`config.mk`:
```
export PLATFORM = sky130hd
export DESIGN_NAME = four_level_page_walker
export DESIGN_NICKNAME = d
export VERILOG_FILES = /design/src/rtl/core/fwalk_pkg.sv /design/src/rtl/core/fwalk_cfg.sv /design/src/rtl/core/fwalk_step.sv /design/src/rtl/core/fwalk_obuf.sv /design/src/rtl/core/four_level_page_walker.sv
export SDC_FILE = /design/constraint.sdc
export NUM_CORES = 1
export LEC_CHECK = 0
export ABC_AREA = 1
export BUFFER_PORTS_ARGS = -buffer_cell sky130_fd_sc_hd__buf_2
export CAP_MARGIN = 25
export CORE_ASPECT_RATIO = 1.2
export CORE_MARGIN = 2
export CORE_UTILIZATION = 47
export CTS_BUF_LIST = sky130_fd_sc_hd__clkbuf_8
export DETAILED_ROUTE_END_ITERATION = 10
export PLACE_DENSITY = 0.77
export RECOVER_POWER = 25
export SKIP_LAST_GASP = 1
export SYNTH_ARGS = -nofsm -noshare
export SYNTH_HDL_FRONTEND = slang
export SYNTH_SLANG_ARGS = --single-unit
```
`constraint.sdc`:
```
create_clock -name aclk -period 4.35 [get_ports aclk]
set_input_delay 0.435 -clock aclk [delete_from_list [all_inputs] [get_ports aclk]]
set_output_delay 0.435 -clock aclk [all_outputs]
set_load 0.05 [all_outputs]
```
`src/rtl/core/fwalk_pkg.sv`:
```
// ----------------------------------------------------------------------------
// fwalk_pkg
// Shared types and constants for the four-level page table walker.
// ----------------------------------------------------------------------------
package fwalk_pkg;

    localparam int VA_W    = 48;
    localparam int PA_W    = 52;
    localparam int ENTRY_W = 64;
    localparam int CFG_W   = 64;
    localparam int PADDR_W = 4;

    // Result kinds
    typedef enum logic [1:0] {
        KIND_READ  = 2'd0,
        KIND_DONE  = 2'd1,
        KIND_FAULT = 2'd2,
        KIND_ERROR = 2'd3
    } kind_t;

    // Page sizes reported with a finished translation
    typedef enum logic [1:0] {
        SIZE_4K = 2'd0,
        SIZE_2M = 2'd1,
        SIZE_1G = 2'd2,
        SIZE_RSVD = 2'd3
    } size_t;

    // Commands
    localparam logic CMD_START = 1'b0;
    localparam logic CMD_RESP  = 1'b1;

    // Walk level: which table's entry is awaited
    localparam logic [1:0] LVL_PML4 = 2'd3;
    localparam logic [1:0] LVL_PDPT = 2'd2;
    localparam logic [1:0] LVL_PD   = 2'd1;
    localparam logic [1:0] LVL_PT   = 2'd0;

    // Entry bit positions
    localparam int BIT_PRESENT    = 0;
    localparam int BIT_LARGE      = 7;
    localparam int BIT_TRANSITION = 11;

    // Register byte addresses (8-byte stride)
    localparam logic REG_ROOT_TABLE_BASE = 1'b0;

    typedef struct packed {
        logic                 command;
        logic [VA_W-1:0]      virtual_address;
        logic [ENTRY_W-1:0]   read_data;
        logic                 read_ok;
    } cmd_t;

    typedef struct packed {
        kind_t                result_kind;
        logic [PA_W-1:0]      address;
        size_t                page_size;
        logic                 transition_hit;
    } res_t;

endpackage

```
`src/rtl/core/fwalk_cfg.sv`:
```
// ----------------------------------------------------------------------------
// fwalk_cfg
// APB register file holding the root table base.
// ----------------------------------------------------------------------------
module fwalk_cfg (
    input  logic                          aclk,
    input  logic                          aresetn,
    input  logic                          psel,
    input  logic                          penable,
    input  logic                          pwrite,
    input  logic [fwalk_pkg::PADDR_W-1:0] paddr,
    input  logic [fwalk_pkg::CFG_W-1:0]   pwdata,
    output logic [fwalk_pkg::CFG_W-1:0]   prdata,
    output logic                          pready,
    output logic [fwalk_pkg::VA_W-1:0]    root_table_base
);
    import fwalk_pkg::*;

    logic [VA_W-1:0] root_reg;
    logic            wr_en;

    assign pready = 1'b1;
    assign wr_en  = psel & penable & pwrite & pready;

    // register index is the 8-byte slot; low bits ignored
    always_ff @(posedge aclk) begin
        if (!aresetn) begin
            root_reg <= '0;
        end else if (wr_en && paddr[3] == REG_ROOT_TABLE_BASE) begin
            root_reg <= pwdata[VA_W-1:0];
        end
    end

    always_comb begin
        unique case (paddr[3])
            REG_ROOT_TABLE_BASE: prdata = {{(CFG_W-VA_W){1'b0}}, root_reg};
            default:             prdata = '0;
        endcase
    end

    assign root_table_base = root_reg;

endmodule

```
`src/rtl/core/fwalk_step.sv`:
```
// ----------------------------------------------------------------------------
// fwalk_step
// Walk state and the combinational step: one command in, one result out.
// ----------------------------------------------------------------------------
module fwalk_step (
    input  logic                       aclk,
    input  logic                       aresetn,
    input  logic                       accept,
    input  fwalk_pkg::cmd_t            cmd,
    input  logic [fwalk_pkg::VA_W-1:0] root_table_base,
    output fwalk_pkg::res_t            res
);
    import fwalk_pkg::*;

    logic            busy_reg,  busy_next;
    logic [1:0]      level_reg, level_next;
    logic [VA_W-1:0] va_reg,    va_next;

    logic [ENTRY_W-1:0] entry;
    logic [8:0]         next_idx;
    logic [1:0]         lvl_dec;

    assign entry   = cmd.read_data;
    assign lvl_dec = level_reg - 2'd1;

    // index bits of the next table
    always_comb begin
        case (lvl_dec)
            LVL_PDPT: next_idx = va_reg[38:30];
            LVL_PD:   next_idx = va_reg[29:21];
            default:  next_idx = va_reg[20:12];
        endcase
    end

    always_comb begin
        busy_next  = busy_reg;
        level_next = level_reg;
        va_next    = va_reg;
        res        = '{result_kind: KIND_ERROR, address: '0,
                       page_size: SIZE_4K, transition_hit: 1'b0};

        if (cmd.command == CMD_START) begin
            if (!busy_reg) begin
                busy_next   = 1'b1;
                level_next  = LVL_PML4;
                va_next     = cmd.virtual_address;
                res.result_kind = KIND_READ;
                res.address = {4'b0, root_table_base[47:12],
                               cmd.virtual_address[47:39], 3'b0};
            end
        end else if (busy_reg) begin
            busy_next = 1'b0;
            res.result_kind = KIND_FAULT;
            if (!cmd.read_ok) begin
                res.result_kind = KIND_FAULT;
            end else if (level_reg == LVL_PT) begin
                if (entry[BIT_PRESENT]) begin
                    res.result_kind = KIND_DONE;
                    res.address = {4'b0, entry[47:12], va_reg[11:0]};
                end else if (entry[BIT_TRANSITION]) begin
                    res.result_kind    = KIND_DONE;
                    res.address        = {16'b0, entry[35:12], va_reg[11:0]};
                    res.transition_hit = 1'b1;
                end
            end else if (entry[BIT_PRESENT]) begin
                if (level_reg == LVL_PDPT && entry[BIT_LARGE]) begin
                    res.result_kind = KIND_DONE;
                    res.address     = {4'b0, entry[47:30], va_reg[29:0]};
                    res.page_size   = SIZE_1G;
                end else if (level_reg == LVL_PD && entry[BIT_LARGE]) begin
                    res.result_kind = KIND_DONE;
                    res.address     = {entry[51:21], va_reg[20:0]};
                    res.page_size   = SIZE_2M;
                end else begin
                    // table pointer (large bit ignored at PML4)
                    busy_next       = 1'b1;
                    level_next      = lvl_dec;
                    res.result_kind = KIND_READ;
                    res.address     = {4'b0, entry[47:12], next_idx, 3'b0};
                end
            end
        end
    end

    always_ff @(posedge aclk) begin
        if (!aresetn) begin
            busy_reg  <= 1'b0;
            level_reg <= 2'd0;
            va_reg    <= '0;
        end else if (accept) begin
            busy_reg  <= busy_next;
            level_reg <= level_next;
            va_reg    <= va_next;
        end
    end

`ifndef NO_ASSERTIONS
    // a read request always leaves a walk in progress
    a_read_keeps_busy: assert property (@(posedge aclk) disable iff (!aresetn)
        accept && res.result_kind == KIND_READ |=> busy_reg)
        else $error("read request issued but walker idle");

    // done or fault ends the walk
    a_end_goes_idle: assert property (@(posedge aclk) disable iff (!aresetn)
        accept && (res.result_kind == KIND_DONE || res.result_kind == KIND_FAULT)
        |=> !busy_reg)
        else $error("walk did not end after done/fault");

    // a protocol error leaves the walk state untouched
    a_error_no_change: assert property (@(posedge aclk) disable iff (!aresetn)
        accept && res.result_kind == KIND_ERROR
        |=> $stable(busy_reg) && $stable(level_reg) && $stable(va_reg))
        else $error("protocol error changed walk state");

    // large-page sizes only come with a done result
    a_size_only_done: assert property (@(posedge aclk) disable iff (!aresetn)
        accept && res.page_size != SIZE_4K |-> res.result_kind == KIND_DONE)
        else $error("page size set on non-done result");
`endif

endmodule

```
`src/rtl/core/fwalk_obuf.sv`:
```
// ----------------------------------------------------------------------------
// fwalk_obuf
// Result register with skid stage; ready toward the input is registered.
// ----------------------------------------------------------------------------
module fwalk_obuf (
    input  logic            aclk,
    input  logic            aresetn,
    input  logic            in_valid,
    output logic            in_ready,
    input  fwalk_pkg::res_t in_data,
    output logic            out_valid,
    input  logic            out_ready,
    output fwalk_pkg::res_t out_data
);
    import fwalk_pkg::*;

    logic out_valid_reg;
    logic skid_valid_reg;
    res_t out_data_reg;
    res_t skid_data_reg;
    logic accept;

    assign in_ready = ~skid_valid_reg;
    assign accept   = in_valid & in_ready;

    always_ff @(posedge aclk) begin
        if (!aresetn) begin
            out_valid_reg  <= 1'b0;
            skid_valid_reg <= 1'b0;
        end else if (!out_valid_reg || out_ready) begin
            if (skid_valid_reg) begin
                out_valid_reg  <= 1'b1;
                skid_valid_reg <= 1'b0;
            end else begin
                out_valid_reg  <= accept;
            end
        end else if (accept) begin
            skid_valid_reg <= 1'b1;
        end
    end

    // payload, no reset
    always_ff @(posedge aclk) begin
        if (!out_valid_reg || out_ready) begin
            out_data_reg <= skid_valid_reg ? skid_data_reg : in_data;
        end else if (accept) begin
            skid_data_reg <= in_data;
        end
    end

    assign out_valid = out_valid_reg;
    assign out_data  = out_data_reg;

`ifndef NO_ASSERTIONS
    // skid holds data only behind a full result register
    a_skid_behind_out: assert property (@(posedge aclk) disable iff (!aresetn)
        skid_valid_reg |-> out_valid_reg)
        else $error("skid full with empty result register");

    // skid fills only when the output stalls
    a_skid_fill: assert property (@(posedge aclk) disable iff (!aresetn)
        $rose(skid_valid_reg) |-> $past(out_valid_reg && !out_ready))
        else $error("skid filled without output stall");
`endif

endmodule

```
`src/rtl/core/four_level_page_walker.sv`:
```
// ----------------------------------------------------------------------------
// four_level_page_walker
// Four-level page table walker: translate commands and memory responses in,
// read requests, translations, faults and protocol errors out.
// ----------------------------------------------------------------------------
//
// Channel  Dir  Handshake              Payload
// s_*      in   s_tvalid / s_tready    tuser: command; tdata: va, entry, read_ok
// m_*      out  m_tvalid / m_tready    tuser: result_kind; tdata: addr, size, trans
// APB      in   psel/penable/pready    root_table_base at byte address 0
//
// Each transaction in gives exactly one registered transaction out. Sustained
// rate is one per cycle while m_tready is high; the walk state is updated at
// the input handshake, so the next item sees it in the following cycle.
// s_tready is registered: it drops only while the result register and the
// skid stage are both full (m_tready held low).
// Reset (aresetn low, synchronous) idles the walker and empties both stages.
// ----------------------------------------------------------------------------
module four_level_page_walker (
    input  logic                          aclk,
    input  logic                          aresetn,

    input  logic                          s_tvalid,
    output logic                          s_tready,
    // [47:0] virtual_address, [111:48] read_data, [112] read_ok, [119:113] zero
    input  logic [119:0]                  s_tdata,
    // [0] command
    input  logic [0:0]                    s_tuser,

    output logic                          m_tvalid,
    input  logic                          m_tready,
    // [51:0] address, [53:52] page_size, [54] transition_hit, [55] zero
    output logic [55:0]                   m_tdata,
    // [1:0] result_kind
    output logic [1:0]                    m_tuser,

    input  logic                          psel,
    input  logic                          penable,
    input  logic                          pwrite,
    input  logic [fwalk_pkg::PADDR_W-1:0] paddr,
    input  logic [fwalk_pkg::CFG_W-1:0]   pwdata,
    output logic [fwalk_pkg::CFG_W-1:0]   prdata,
    output logic                          pready
);
    import fwalk_pkg::*;

    logic            s_accept;
    logic [VA_W-1:0] root_table_base;
    cmd_t            cmd;
    res_t            step_res;
    res_t            out_res;

    // unpack the input transaction
    assign cmd.command         = s_tuser[0];
    assign cmd.virtual_address = s_tdata[47:0];
    assign cmd.read_data       = s_tdata[111:48];
    assign cmd.read_ok         = s_tdata[112];

    assign s_accept = s_tvalid & s_tready;

    fwalk_cfg u_cfg (
        .aclk            (aclk),
        .aresetn         (aresetn),
        .psel            (psel),
        .penable         (penable),
        .pwrite          (pwrite),
        .paddr           (paddr),
        .pwdata          (pwdata),
        .prdata          (prdata),
        .pready          (pready),
        .root_table_base (root_table_base)
    );

    // walk state plus one level step per transaction
    fwalk_step u_step (
        .aclk            (aclk),
        .aresetn         (aresetn),
        .accept          (s_accept),
        .cmd             (cmd),
        .root_table_base (root_table_base),
        .res             (step_res)
    );

    // result register and skid stage
    fwalk_obuf u_obuf (
        .aclk      (aclk),
        .aresetn   (aresetn),
        .in_valid  (s_tvalid),
        .in_ready  (s_tready),
        .in_data   (step_res),
        .out_valid (m_tvalid),
        .out_ready (m_tready),
        .out_data  (out_res)
    );

    // pack the result transaction
    assign m_tuser = out_res.result_kind;
    assign m_tdata = {1'b0, out_res.transition_hit, out_res.page_size, out_res.address};

endmodule

```
### After elaboration in Yosys (flattened, before gate mapping)

Cells that the tools add are included.
Widths: inputs -> output; s select.

* word-level logic and storage cells: 81
* bits of input ports: 196
* register bits after elaboration: 206
* output and inout port bits: 125

* reductions and logical operators: 10
* eq/ne operators: 11
* bitwise logic cells: 9
* muxes and demuxes: 36
* add/sub/neg operators: 1

Operators by type and width (count)
* $mux 54: 5
* $mux 57: 2
* $mux 55: 2
* $mux 56: 1
* $mux 53: 1
* $mux 48: 1
* $mux 2: 10
* $pmux 9 s2: 1
* $mux 1: 12
* $ne 2x2->1 const B: 6
* $reduce_and 8->1: 1
* $not 1->1: 6
* $eq 2x1->1 const B: 2
* $eq 2x2->1 const B: 2
* $and 1x1->1: 3
* $logic_and 1x1->1: 3
* $mux 3: 1
* $reduce_and 3->1: 1
* $logic_not 2->1: 1
* $ne 2x1->1 const B: 1
* $reduce_and 2->1: 1
* $reduce_or 2->1: 1
* $sub 2x1->2 const B: 1
* $logic_not 1->1: 1
* $logic_or 1x1->1: 1

### Logic depth before layout (Yosys ltp)

Gate-level depths: netlist of run 1.

* depth after elaboration: 11
* gate-level depth with buffers: 12
* mapped depth without buffers: 12

### Modules after synthesis

From an unflattened synthesis of run 1, not the netlist that was laid out.

* cell total of the unflattened synthesis: 1303
* area, all modules: 9983.3 um^2

Modules (own cells, without submodules)
* fwalk_obuf: instances 1, cells an instance 310, area an instance 4234.1 um^2
* fwalk_step: instances 1, cells an instance 554, area an instance 3154.3 um^2
* fwalk_cfg: instances 1, cells an instance 435, area an instance 2576.2 um^2
* four_level_page_walker: instances 1, cells an instance 4, area an instance 18.8 um^2

### Least setup slack after synthesis of run 1

Ideal clock, no wire load.

* path type: reg-to-reg
* from: register u_obuf.out_valid_reg (netlist: u_obuf.out_valid)
* to: register u_obuf.skid_data_reg[0] (netlist name) (enable)
* buffers on the path: 0
* clock period less this slack: 4625 ps
* required time: 3878 ps
* setup slack: -275 ps
* data arrival time: 4153 ps
* stages on the path, launching flop included: 5
* cells stage by stage: dfxtp_1 inv_1 nor2_1 inv_1 nor2_1

* word-level cells in the longest chain between the ends: 4

Ends and longest elaborated chain
* start, declared: RTL line fwalk_obuf.sv:17 `logic out_valid_reg;`
* start signal, assigned: RTL line fwalk_obuf.sv:35 `out_valid_reg <= accept;`
* $logic_not 1->1: RTL line fwalk_obuf.sv:44 `if (!out_valid_reg || out_ready) begin`
* $logic_or 1x1->1: RTL line fwalk_obuf.sv:44
* $not 1->1 (no source line)
* $reduce_and 2->1 (no source line)
* end signal, assigned: RTL line fwalk_obuf.sv:47 `skid_data_reg <= in_data;`
* end, declared: RTL line fwalk_obuf.sv:20 `res_t skid_data_reg;`

Every way passes these cells.
A chain may end at the register's enable or synchronous reset.

### Final worst setup path of run 1

* from: register u_obuf.skid_valid_reg
* to: output s_tready

* word-level cells in the longest chain between the ends: 1

Ends and longest elaborated chain
* start, declared: RTL line fwalk_obuf.sv:18 `logic skid_valid_reg;`
* start signal, assigned: RTL line fwalk_obuf.sv:29 `skid_valid_reg <= 1'b0;`
* start signal, assigned: RTL line fwalk_obuf.sv:33 `skid_valid_reg <= 1'b0;`
* start signal, assigned: RTL line fwalk_obuf.sv:38 `skid_valid_reg <= 1'b1;`
* $not 1->1: RTL line fwalk_obuf.sv:23 `assign in_ready = ~skid_valid_reg;`
* end, declared: RTL line four_level_page_walker.sv:24 `output logic s_tready,`

Every way passes these cells.

==> out/qor.csv, run 1 <==
metric,value,unit
setup_tns,0,ns
fin_cells,1642,
cts-buffers-inserted,35,
hold_path.class,input pin to flop,
drc,2,
hp-start,s_tdata[36],
worstSetupStartpointType,flop,
layout-drive-gt1-share,20.7,%
post_cts_resized,0,
cellPowerDensity,417,mW/mm^2
drv_slew,0,
wl_per_cell,14.7,um
r2r_end,u_obuf.out_data[4]$_DFFE_PP_,
vias,8018,
clockRootBuffer,clkbuf_8,
clock_path_buffers,3,
dp_hpwl,16.9,mm
dr.pass1.iters,11,
reg2reg_slack,1.66,ns
num-fill-cells,1826,
crit_arrival,2.85,ns
max_slew_margin,0.607,%
hold_viol,0,
syn_area,0.00927,mm^2
gp_congestion,0.882,
status,"complete, but fails checks",
place_area,0.0106,mm^2
leakage,5.15,nW
grt_overflow_total,0,
r2r-start,u_step.level_reg[0]$_SDFFE_PN0P_,
critPathCaptureType,output port,
grt_pass1_wl,36.9,mm
grt_usage,22.3,%
worstSkewPairLatency,0.51,ns
nNetsFinal,1553,
postLayoutCellArea,0.0113,mm^2
seq_area_frac_synth,56.8,%
ys_ff_latch,206,
synth_top_area_share,36.9,%
antenna_found_initial,2,
ys_types,29,
dp_slack,1.70,ns
finalPower,4.71,mW
std_cell_rows,56,
drt-initial-drc-count,521,
cp_slowest_cell,inv_1,
via_per_inst,4.88,
avgSynthCellArea,8.32,um^2
tightest_slew,1.49,ns
rsz0062_at_grt,no,
cts_tree,built,
final_cell_mix,"nand2_1 (309), buf_2 (197), nor2_1 (154), edfxtp_1 (114), o21ai_0 (104)",
timing.fmax,0.304,GHz
holdPathEnd,u_step.va_reg[36]$_SDFFE_PN0P_,
cts_sinks,206,
skew,0.0149,ns
ctsHoldBuffers,0,
core-area,0.0195,mm^2
crit_type,flop to output port,
dp_cells,1577,
cp_top_family,buffers and inverters,
final_common_cell,nand2_1,
synth.area.top_cells,"edfxtp_1 (37%), dfxtp_1 (20%), nand2_1 (13%)",
pin_count,321,
grt_max_degree,97,
layout_min_cycle_time,3.29,ns
yosys.area.top_type,edfxtp_1,
setup_viol,0,
cap_violations,1,
clk_pin_slew,0.06,ns
max_stage_delay,1.13,ns
grt_pass1_vias,7460,
worstPathMaxFanout,40,
reg2reg_depth,10,
violations,"DRC, capacitance limit",
required,3.91,ns
io_buffers,255,
postLayoutCoreUtil,58.0,%
post_cts_buffers,0,
die_w,132,um
layout_setup_ws,1.06,ns
die_h,158,um
h-tree-depth,2,
cp_num_buf_inv,3,
holdWs,0.178,ns
timing.final.crit_share,75.6,%
syn_to_final_growth,21.9,%
ys_warn_count,0,
critical_path.cell_chain,"inv_1, buf_4, buf_2",
wl,24.2,mm
initial_utilization,47.6,%
ant_nets,0,
whs_path_depth,3,
ir_drop,282,uV
dieArea,0.0209,mm^2
synthCells,1114,
synthesized netlist by cell type, drive strengths merged:
| master | instances |
|---|---|
| o22ai | 12 |
| a21oi | 63 |
| clkinv | 5 |
| a211oi | 1 |
| o21ai | 113 |
| nor2 | 157 |
| ha | 4 |
| a31oi | 1 |
| edfxtp | 114 |
| nand3 | 49 |
| dfxtp | 92 |
| nor3 | 4 |
| conb | 2 |
| buf | 37 |
| inv | 94 |
| nand4 | 2 |
| nand2 | 322 |
| clkbuf | 42 |
tightest hold or removal path: cells and delay by family:
kind / cells / cell delay (ns)
AND/OR/NAND/NOR: 1 / 0.07
buffers and inverters: 1 / 0.07
AO/OA/AOI/OAI: 1 / 0.07
logic make-up (layout without fill, tap and decap cells):
group                      after synthesis  count (layout)  share of synthesized area (%)
and+or+nand+nor                        534             534                           23.3
DFF                                    206             206                           56.8
other                                    2              20                         0.0810
adders and majority gates                4               4                          0.540
buffers and inverters                  178             427                           8.40
AOI/OAI and AO/OA                      190             190                           10.8
layout make-up:
class	count	area [um^2]	share of cell area, %
repair buffers	265	1280	11.3
clock buffers	44	606	5.36
flip-flops and latches	206	5270	46.6
well taps	261	327	2.89
clock inverters	19	154	1.36
multi-input cells	746	3280	29.1
diodes	2	5.00	0.0443
inverters	99	377	3.33
per-layer routing:
metal / GRT usage [%] / wire length, um / vias up
li1: - / - / 4047
met2: 38.4 / 11600 / 313
met3: 5.00 / 1650 / 59
met5: 0 / 0 / -
met1: 27.0 / 10000 / 3599
met4: 9.63 / 856 / 0
worst max-delay path by stage:
stage               depth (start not counted)                                from                           endpoint
global placement                           10    u_step.level_reg[0]$_SDFFE_PN0P_       u_obuf.out_data[4]$_DFFE_PP_
finish                                      3  u_obuf.skid_valid_reg$_SDFFE_PP0P_                           s_tready
global route                                3  u_obuf.skid_valid_reg$_SDFFE_PP0P_                           s_tready
detailed placement                         10    u_step.level_reg[0]$_SDFFE_PN0P_       u_obuf.out_data[4]$_DFFE_PP_
floorplan                                   4       u_obuf.out_valid$_SDFFE_PN0P_  u_obuf.skid_data_reg[0]$_DFFE_PP_
CTS                                         3  u_obuf.skid_valid_reg$_SDFFE_PP0P_                           s_tready
power breakdown:
group / total [mW] / switching, mW / internal, mW
combinational: 0.657 / 0.499 / 0.158
clock: 1.86 / 0.770 / 1.09
sequential: 2.19 / 0.0415 / 2.15
Note: power is estimated with default switching activity, not from simulation.
==> inputs of run 2 (changes only) <==
--- a/config.mk
+++ b/config.mk
@@ -10,10 +10,10 @@
 export CAP_MARGIN = 25
 export CORE_ASPECT_RATIO = 1.2
 export CORE_MARGIN = 2
-export CORE_UTILIZATION = 47
+export CORE_UTILIZATION = 49
 export CTS_BUF_LIST = sky130_fd_sc_hd__clkbuf_8
 export DETAILED_ROUTE_END_ITERATION = 10
-export PLACE_DENSITY = 0.77
+export PLACE_DENSITY = 0.76
 export RECOVER_POWER = 25
 export SKIP_LAST_GASP = 1
 export SYNTH_ARGS = -nofsm -noshare
==> constraint.sdc (replaced) <==
create_clock -name aclk -period 3.2 [get_ports aclk]
set_input_delay 0.32 -clock aclk [delete_from_list [all_inputs] [get_ports aclk]]
set_output_delay 0.32 -clock aclk [all_outputs]
set_load 0.05 [all_outputs]
==> out/qor.csv, run 2 (synthesized netlist as in run 1, its figures left out) <==
metric,value,unit,change
num-fill-cells,1705,,-6.6%
leakage,5.17,nW,+0.33%
timing.final.crit_share,78.2,%,
cap_violations,1,,unchanged
die_w,130,um,-2.0%
antenna_found_initial,2,,unchanged
ir_drop,288,uV,+2.0%
dp_hpwl,16.9,mm,+0.27%
io_buffers,255,,unchanged
layout_min_cycle_time,2.50,ns,
multi_input_area,0.00329,mm^2,+0.23%
wl,24.0,mm,-0.72%
clockRootBuffer,clkbuf_8,,
cts-buffers-inserted,35,,unchanged
drt-initial-drc-count,476,,-8.6%
final_common_cell,nand2_1,,
violations,"capacitance limit, slew limit",,
dr.pass1.iters,5,,-6
vias,8006,,-0.15%
dieArea,0.0200,mm^2,-4.0%
grt_pass1_vias,7447,,-0.17%
cp_num_buf_inv,3,,unchanged
final_cell_mix,"nand2_1 (309), buf_2 (198), nor2_1 (153), edfxtp_1 (114), inv_1 (107)",,
dp_slack,0.932,ns,-0.765 ns
via_per_inst,4.88,,about the same
std_cell_rows,55,,-1.8%
r2r-start,u_step.level_reg[0]$_SDFFE_PN0P_,,
worstPathMaxFanout,41,,+2.5%
h-tree-depth,2,,unchanged
cellPowerDensity,544,mW/mm^2,+30%
hold_viol,0,,unchanged
p_clk_share,36.7,%,-2.8 points
timing.fmax,0.400,GHz,
setup_tns,0,ns,unchanged
comb_power_share,14.7,%,+0.8 points
crit_start,u_obuf.skid_valid_reg$_SDFFE_PP0P_,,
cts_tree,built,,
worstSkewPairLatency,0.51,ns,about the same
critPathCaptureType,output port,,
p_sw,1.75,mW,+34%
syn_to_final_growth,21.6,%,
required,2.88,ns,-1.03 ns
status,"complete, but fails checks",,
grt_usage,23.4,%,+1.1 points
ant_nets,0,,unchanged
setup_viol,0,,unchanged
crit_type,flop to output port,,
wl_per_cell,14.6,um,-0.66%
tightest_slew,1.61,ns,+0.122 ns
nNetsFinal,1559,,+0.39%
ctsHoldBuffers,0,,unchanged
seqCellArea,0.00527,mm^2,about the same
max_slew_margin,-7.54,%,-8.1 points
grt_overflow_total,0,,unchanged
layout_setup_ws,0.698,ns,-0.365 ns
drc,0,,-2
internal_power,4.38,mW,+29%
post_cts_buffers,0,,unchanged
rsz0062_at_grt,no,,
switching_share,28.6,%,+0.79 points
skew,0.0163,ns,+0.00147 ns
core-area,0.0187,mm^2,-3.9%
postLayoutCoreUtil,60.2,%,+2.2 points
drv_slew,97,,+97
pin_count,321,,unchanged
critical_path.cell_chain,"buf_4, inv_2, buf_2",,
hold_path.class,input pin to flop,,
cp_slowest_cell,inv_2,,
initial_utilization,49.5,%,+1.9 points
holdWs,0.0539,ns,-0.124 ns
seq_power_share,48.7,%,+2.1 points
clk_pin_slew,0.06,ns,about the same
post_cts_resized,0,,unchanged
cp_top_family,buffers and inverters,,
clock_path_buffers,3,,unchanged
max_stage_delay,0.59,ns,-0.54 ns
die_h,155,um,-2.0%
worstSetupStartpointType,flop,,
grt_max_degree,97,,unchanged
grt_pass1_wl,37.0,mm,+0.11%
hp-start,s_tdata[30],,
layout-drive-gt1-share,21.2,%,+0.43 points
crit_arrival,2.18,ns,-0.67 ns
gp_congestion,0.894,,+1.4%
cts_sinks,206,,unchanged
run 2: cell types whose count changed in the layout (fill, tap and decap cells not counted), moves of 2 or more:
cell / delta
buf_4: +5
inv_1: +4
bufinv_16: -3
clkinv_1: -2
dfxtp_1: -2
dfxtp_2: +2
run 2: worst paths after layout:
| check | to | slack, ns | depth (start not counted) |
|---|---|---|---|
| max | s_tready | 0.70 | 3 |
| min | u_step.va_reg[30]$_SDFFE_PN0P_ | 0.05 | 3 |
| max reg2reg | u_obuf.out_data[12]$_DFFE_PP_ | 0.88 | 11 |
| min reg2reg | u_cfg.root_table_base[2]$_SDFFE_PN0P_ | 0.45 | 2 |
run 2: per-stage QoR:
step,power [mW],instances,cell area [um^2]
global route,6.39,1641,11300
CTS,6.20,1640,11300
global placement,3.93,1577,10600
floorplan,3.69,1130,9340
detailed placement,3.95,1578,10700
finish,6.13,1641,11300
run 2: layer usage:
layer	track usage, %	routed length, um
met4	9.47	732
met3	4.60	1640
met5	0	11
met1	28.1	9740
met2	40.8	11900
run 2: power by group through the flow:
stage | clock (mW) | sequential [mW] | combinational [mW]
finish | 2.25 | 2.98 | 0.901
global route | 2.41 | 3.00 | 0.980
CTS | 2.30 | 2.98 | 0.917
detailed placement | 0 | 3.04 | 0.913
global placement | 0 | 3.03 | 0.897
floorplan | 0 | 3.23 | 0.463
run 2: worst min-delay path, stage by stage:
cell and delay [ns]:
buf_2 0.07, o21ai_0 0.07, nor2_1 0.07
run 2: layout make-up:
class	instances	share of cell area, %
Multi-Input combinational cell	746	29.2
Inverter	99	3.34
Clock inverter	18	0.622
Clock buffer	44	5.37
Sequential cell	206	46.7
Timing Repair Buffer	271	11.8
Antenna cell	1	0.0222
Tap cell	256	2.84
==> inputs of run 3 (changes only) <==
==> constraint.sdc (replaced) <==
create_clock -name aclk -period 2.4 [get_ports aclk]
set_input_delay 0.24 -clock aclk [delete_from_list [all_inputs] [get_ports aclk]]
set_output_delay 0.24 -clock aclk [all_outputs]
set_load 0.05 [all_outputs]
==> out/qor.csv, run 3 (synthesized netlist as in run 1, its figures left out) <==
metric,value,unit,change
grt_overflow_total,0,,unchanged
cts-buffers-inserted,31,,-11%
critical_path.cell_chain,"inv_1, ha_1, nand2_1, nand2_1, nand2_1, nand2_2, nand2_1, nor2_2, nand2_1, o21ai_0",,
hold_path.class,input pin to flop,,
ant_nets,0,,unchanged
dr_wl_met3,1.88,mm,+15%
die_w,130,um,unchanged
switching_share,29.3,%,+0.67 points
met2_length,13.0,mm,+9.4%
dp_slack,0.192,ns,-0.740 ns
antenna_found_initial,0,,-2
seq_power_share,49.6,%,+0.9 points
internal_power,5.67,mW,+29%
final_common_cell,nand2_1,,
io_buffers,255,,unchanged
worstSetupStartpointType,flop,,
violations,"capacitance limit, slew limit",,
timing.final.crit_share,90.7,%,
via_per_inst,4.98,,+2.2%
worstPathMaxFanout,10,,-76%
cts_sinks,206,,unchanged
comb_power_share,17.0,%,+2.3 points
finalPower,8.02,mW,+31%
postLayoutCellArea,0.0122,mm^2,+8.4%
layout_setup_ws,0.224,ns,-0.475 ns
worstSkewPairLatency,0.56,ns,+0.05 ns
layout_min_cycle_time,2.18,ns,
final_cell_mix,"nand2_1 (309), buf_2 (211), nor2_1 (151), edfxtp_1 (114), inv_1 (106)",,
clk_pin_slew,0.06,ns,about the same
ir_drop,361,uV,+25%
dieArea,0.0200,mm^2,unchanged
drt-initial-drc-count,596,,+25%
grt_pass1_wl,40.5,mm,+9.5%
std_cell_rows,55,,unchanged
clockRootBuffer,clkbuf_8,,
maxUsedRoutingLayer,met4,,
cp_common_cell,nand2_1,,
core-area,0.0187,mm^2,unchanged
clock_path_buffers,3,,unchanged
status,"complete, but fails checks",,
cap_violations,1,,unchanged
crit_arrival,2.55,ns,+0.37 ns
nNetsFinal,1655,,+6.2%
tightest_slew,1.61,ns,+0.000508 ns
hold_viol,0,,unchanged
drv_slew,97,,unchanged
wirelength_met1,10.3,mm,+6.0%
die_h,155,um,unchanged
required,2.78,ns,-0.10 ns
wl_per_cell,15.2,um,+4.0%
p_clk_share,33.4,%,-3.3 points
cellPowerDensity,656,mW/mm^2,+21%
max_stage_delay,0.33,ns,-0.26 ns
grt_max_degree,97,,unchanged
leakage,5.59,nW,+8.1%
initial_utilization,49.5,%,unchanged
holdWs,0.0190,ns,-0.0348 ns
cts_tree,built,,
grt_pass1_vias,8330,,+12%
syn_to_final_growth,31.8,%,
dp_hpwl,16.7,mm,-1.2%
grt_usage,25.5,%,+2.2 points
p_sw,2.35,mW,+34%
post_cts_buffers,0,,unchanged
skew,0.0235,ns,+0.00719 ns
wl,26.4,mm,+9.9%
dr.pass1.iters,5,,unchanged
crit_type,flop to flop,,
rsz0062_at_grt,no,,
timing.fmax,0.460,GHz,
h-tree-depth,1,,-1
setup_viol,0,,unchanged
drc,0,,unchanged
antenna_cells,0,,-1
pin_count,321,,unchanged
gp_congestion,0.845,,-5.5%
place_area,0.0107,mm^2,+0.40%
cp_slowest_cell,dfxtp_1,,
setup_tns,0,ns,unchanged
critPathCaptureType,flop,,
max_slew_margin,-7.57,%,-0.034 points
vias,8648,,+8.0%
layout-drive-gt1-share,20.6,%,-0.55 points
-- run 3: worst max-delay path: cells and delay by family (launching register included) --
| kind | cells | cell delay [ns] |
|---|---|---|
| AND/OR/NAND/NOR | 7 | 1.06 |
| flip-flops | 1 | 0.33 |
| adder cells (fa/ha/maj) | 1 | 0.30 |
| AO/OA/AOI/OAI | 1 | 0.19 |
| buffers and inverters | 1 | 0.12 |
-- run 3: layout make-up --
cell class / count / area (um^2)
fillers: 1541 / 6500
clock buffers: 36 / 495
flip-flops and latches: 206 / 5270
inverters: 99 / 380
multi-input cells: 746 / 3300
repair buffers: 371 / 2360
well taps: 256 / 320
clock inverters: 21 / 86.3
-- run 3: repair_timing --
action,4_1_cts,5_1_grt
setup endpoints to repair,0,3
hold buffers,99,0
resized for setup,0,2
hold endpoints to repair,100,0
-- run 3: routing by layer --
metal	GRT usage [%]	vias up
met5	0	-
met4	11.5	0
met3	4.43	96
met2	44.9	404
met1	30.3	3892
li1	-	4256
-- run 3: power by group through the flow --
stage | combinational (mW) | sequential, mW | clock (mW)
2_1_floorplan | 0.618 | 4.30 | 0
3_3_place_gp | 1.21 | 4.04 | 0
3_5_place_dp | 1.23 | 4.05 | 0
4_1_cts | 1.36 | 3.97 | 2.73
5_1_grt | 1.48 | 3.99 | 2.88
6_report | 1.37 | 3.98 | 2.68
-- run 3: path summary, 6_finish.rpt --
kind         slack [ns]                               endpoint  cells after the start                             startpoint
max                0.22           u_obuf.out_data[3]$_DFFE_PP_                     10       u_step.level_reg[0]$_SDFFE_PN0P_
min                0.02     u_obuf.skid_data_reg[10]$_DFFE_PP_                      3                            s_tdata[43]
max reg2reg        0.22           u_obuf.out_data[3]$_DFFE_PP_                     10       u_step.level_reg[0]$_SDFFE_PN0P_
min reg2reg        0.45  u_cfg.root_table_base[9]$_SDFFE_PN0P_                      2  u_cfg.root_table_base[9]$_SDFFE_PN0P_
-- run 3: through the flow --
step	cells	util [%]
finish	1735	65.3
global route	1735	65.3
CTS	1735	65.6
detailed placement	1579	57.2
global placement	1579	57.2
floorplan	1130	-
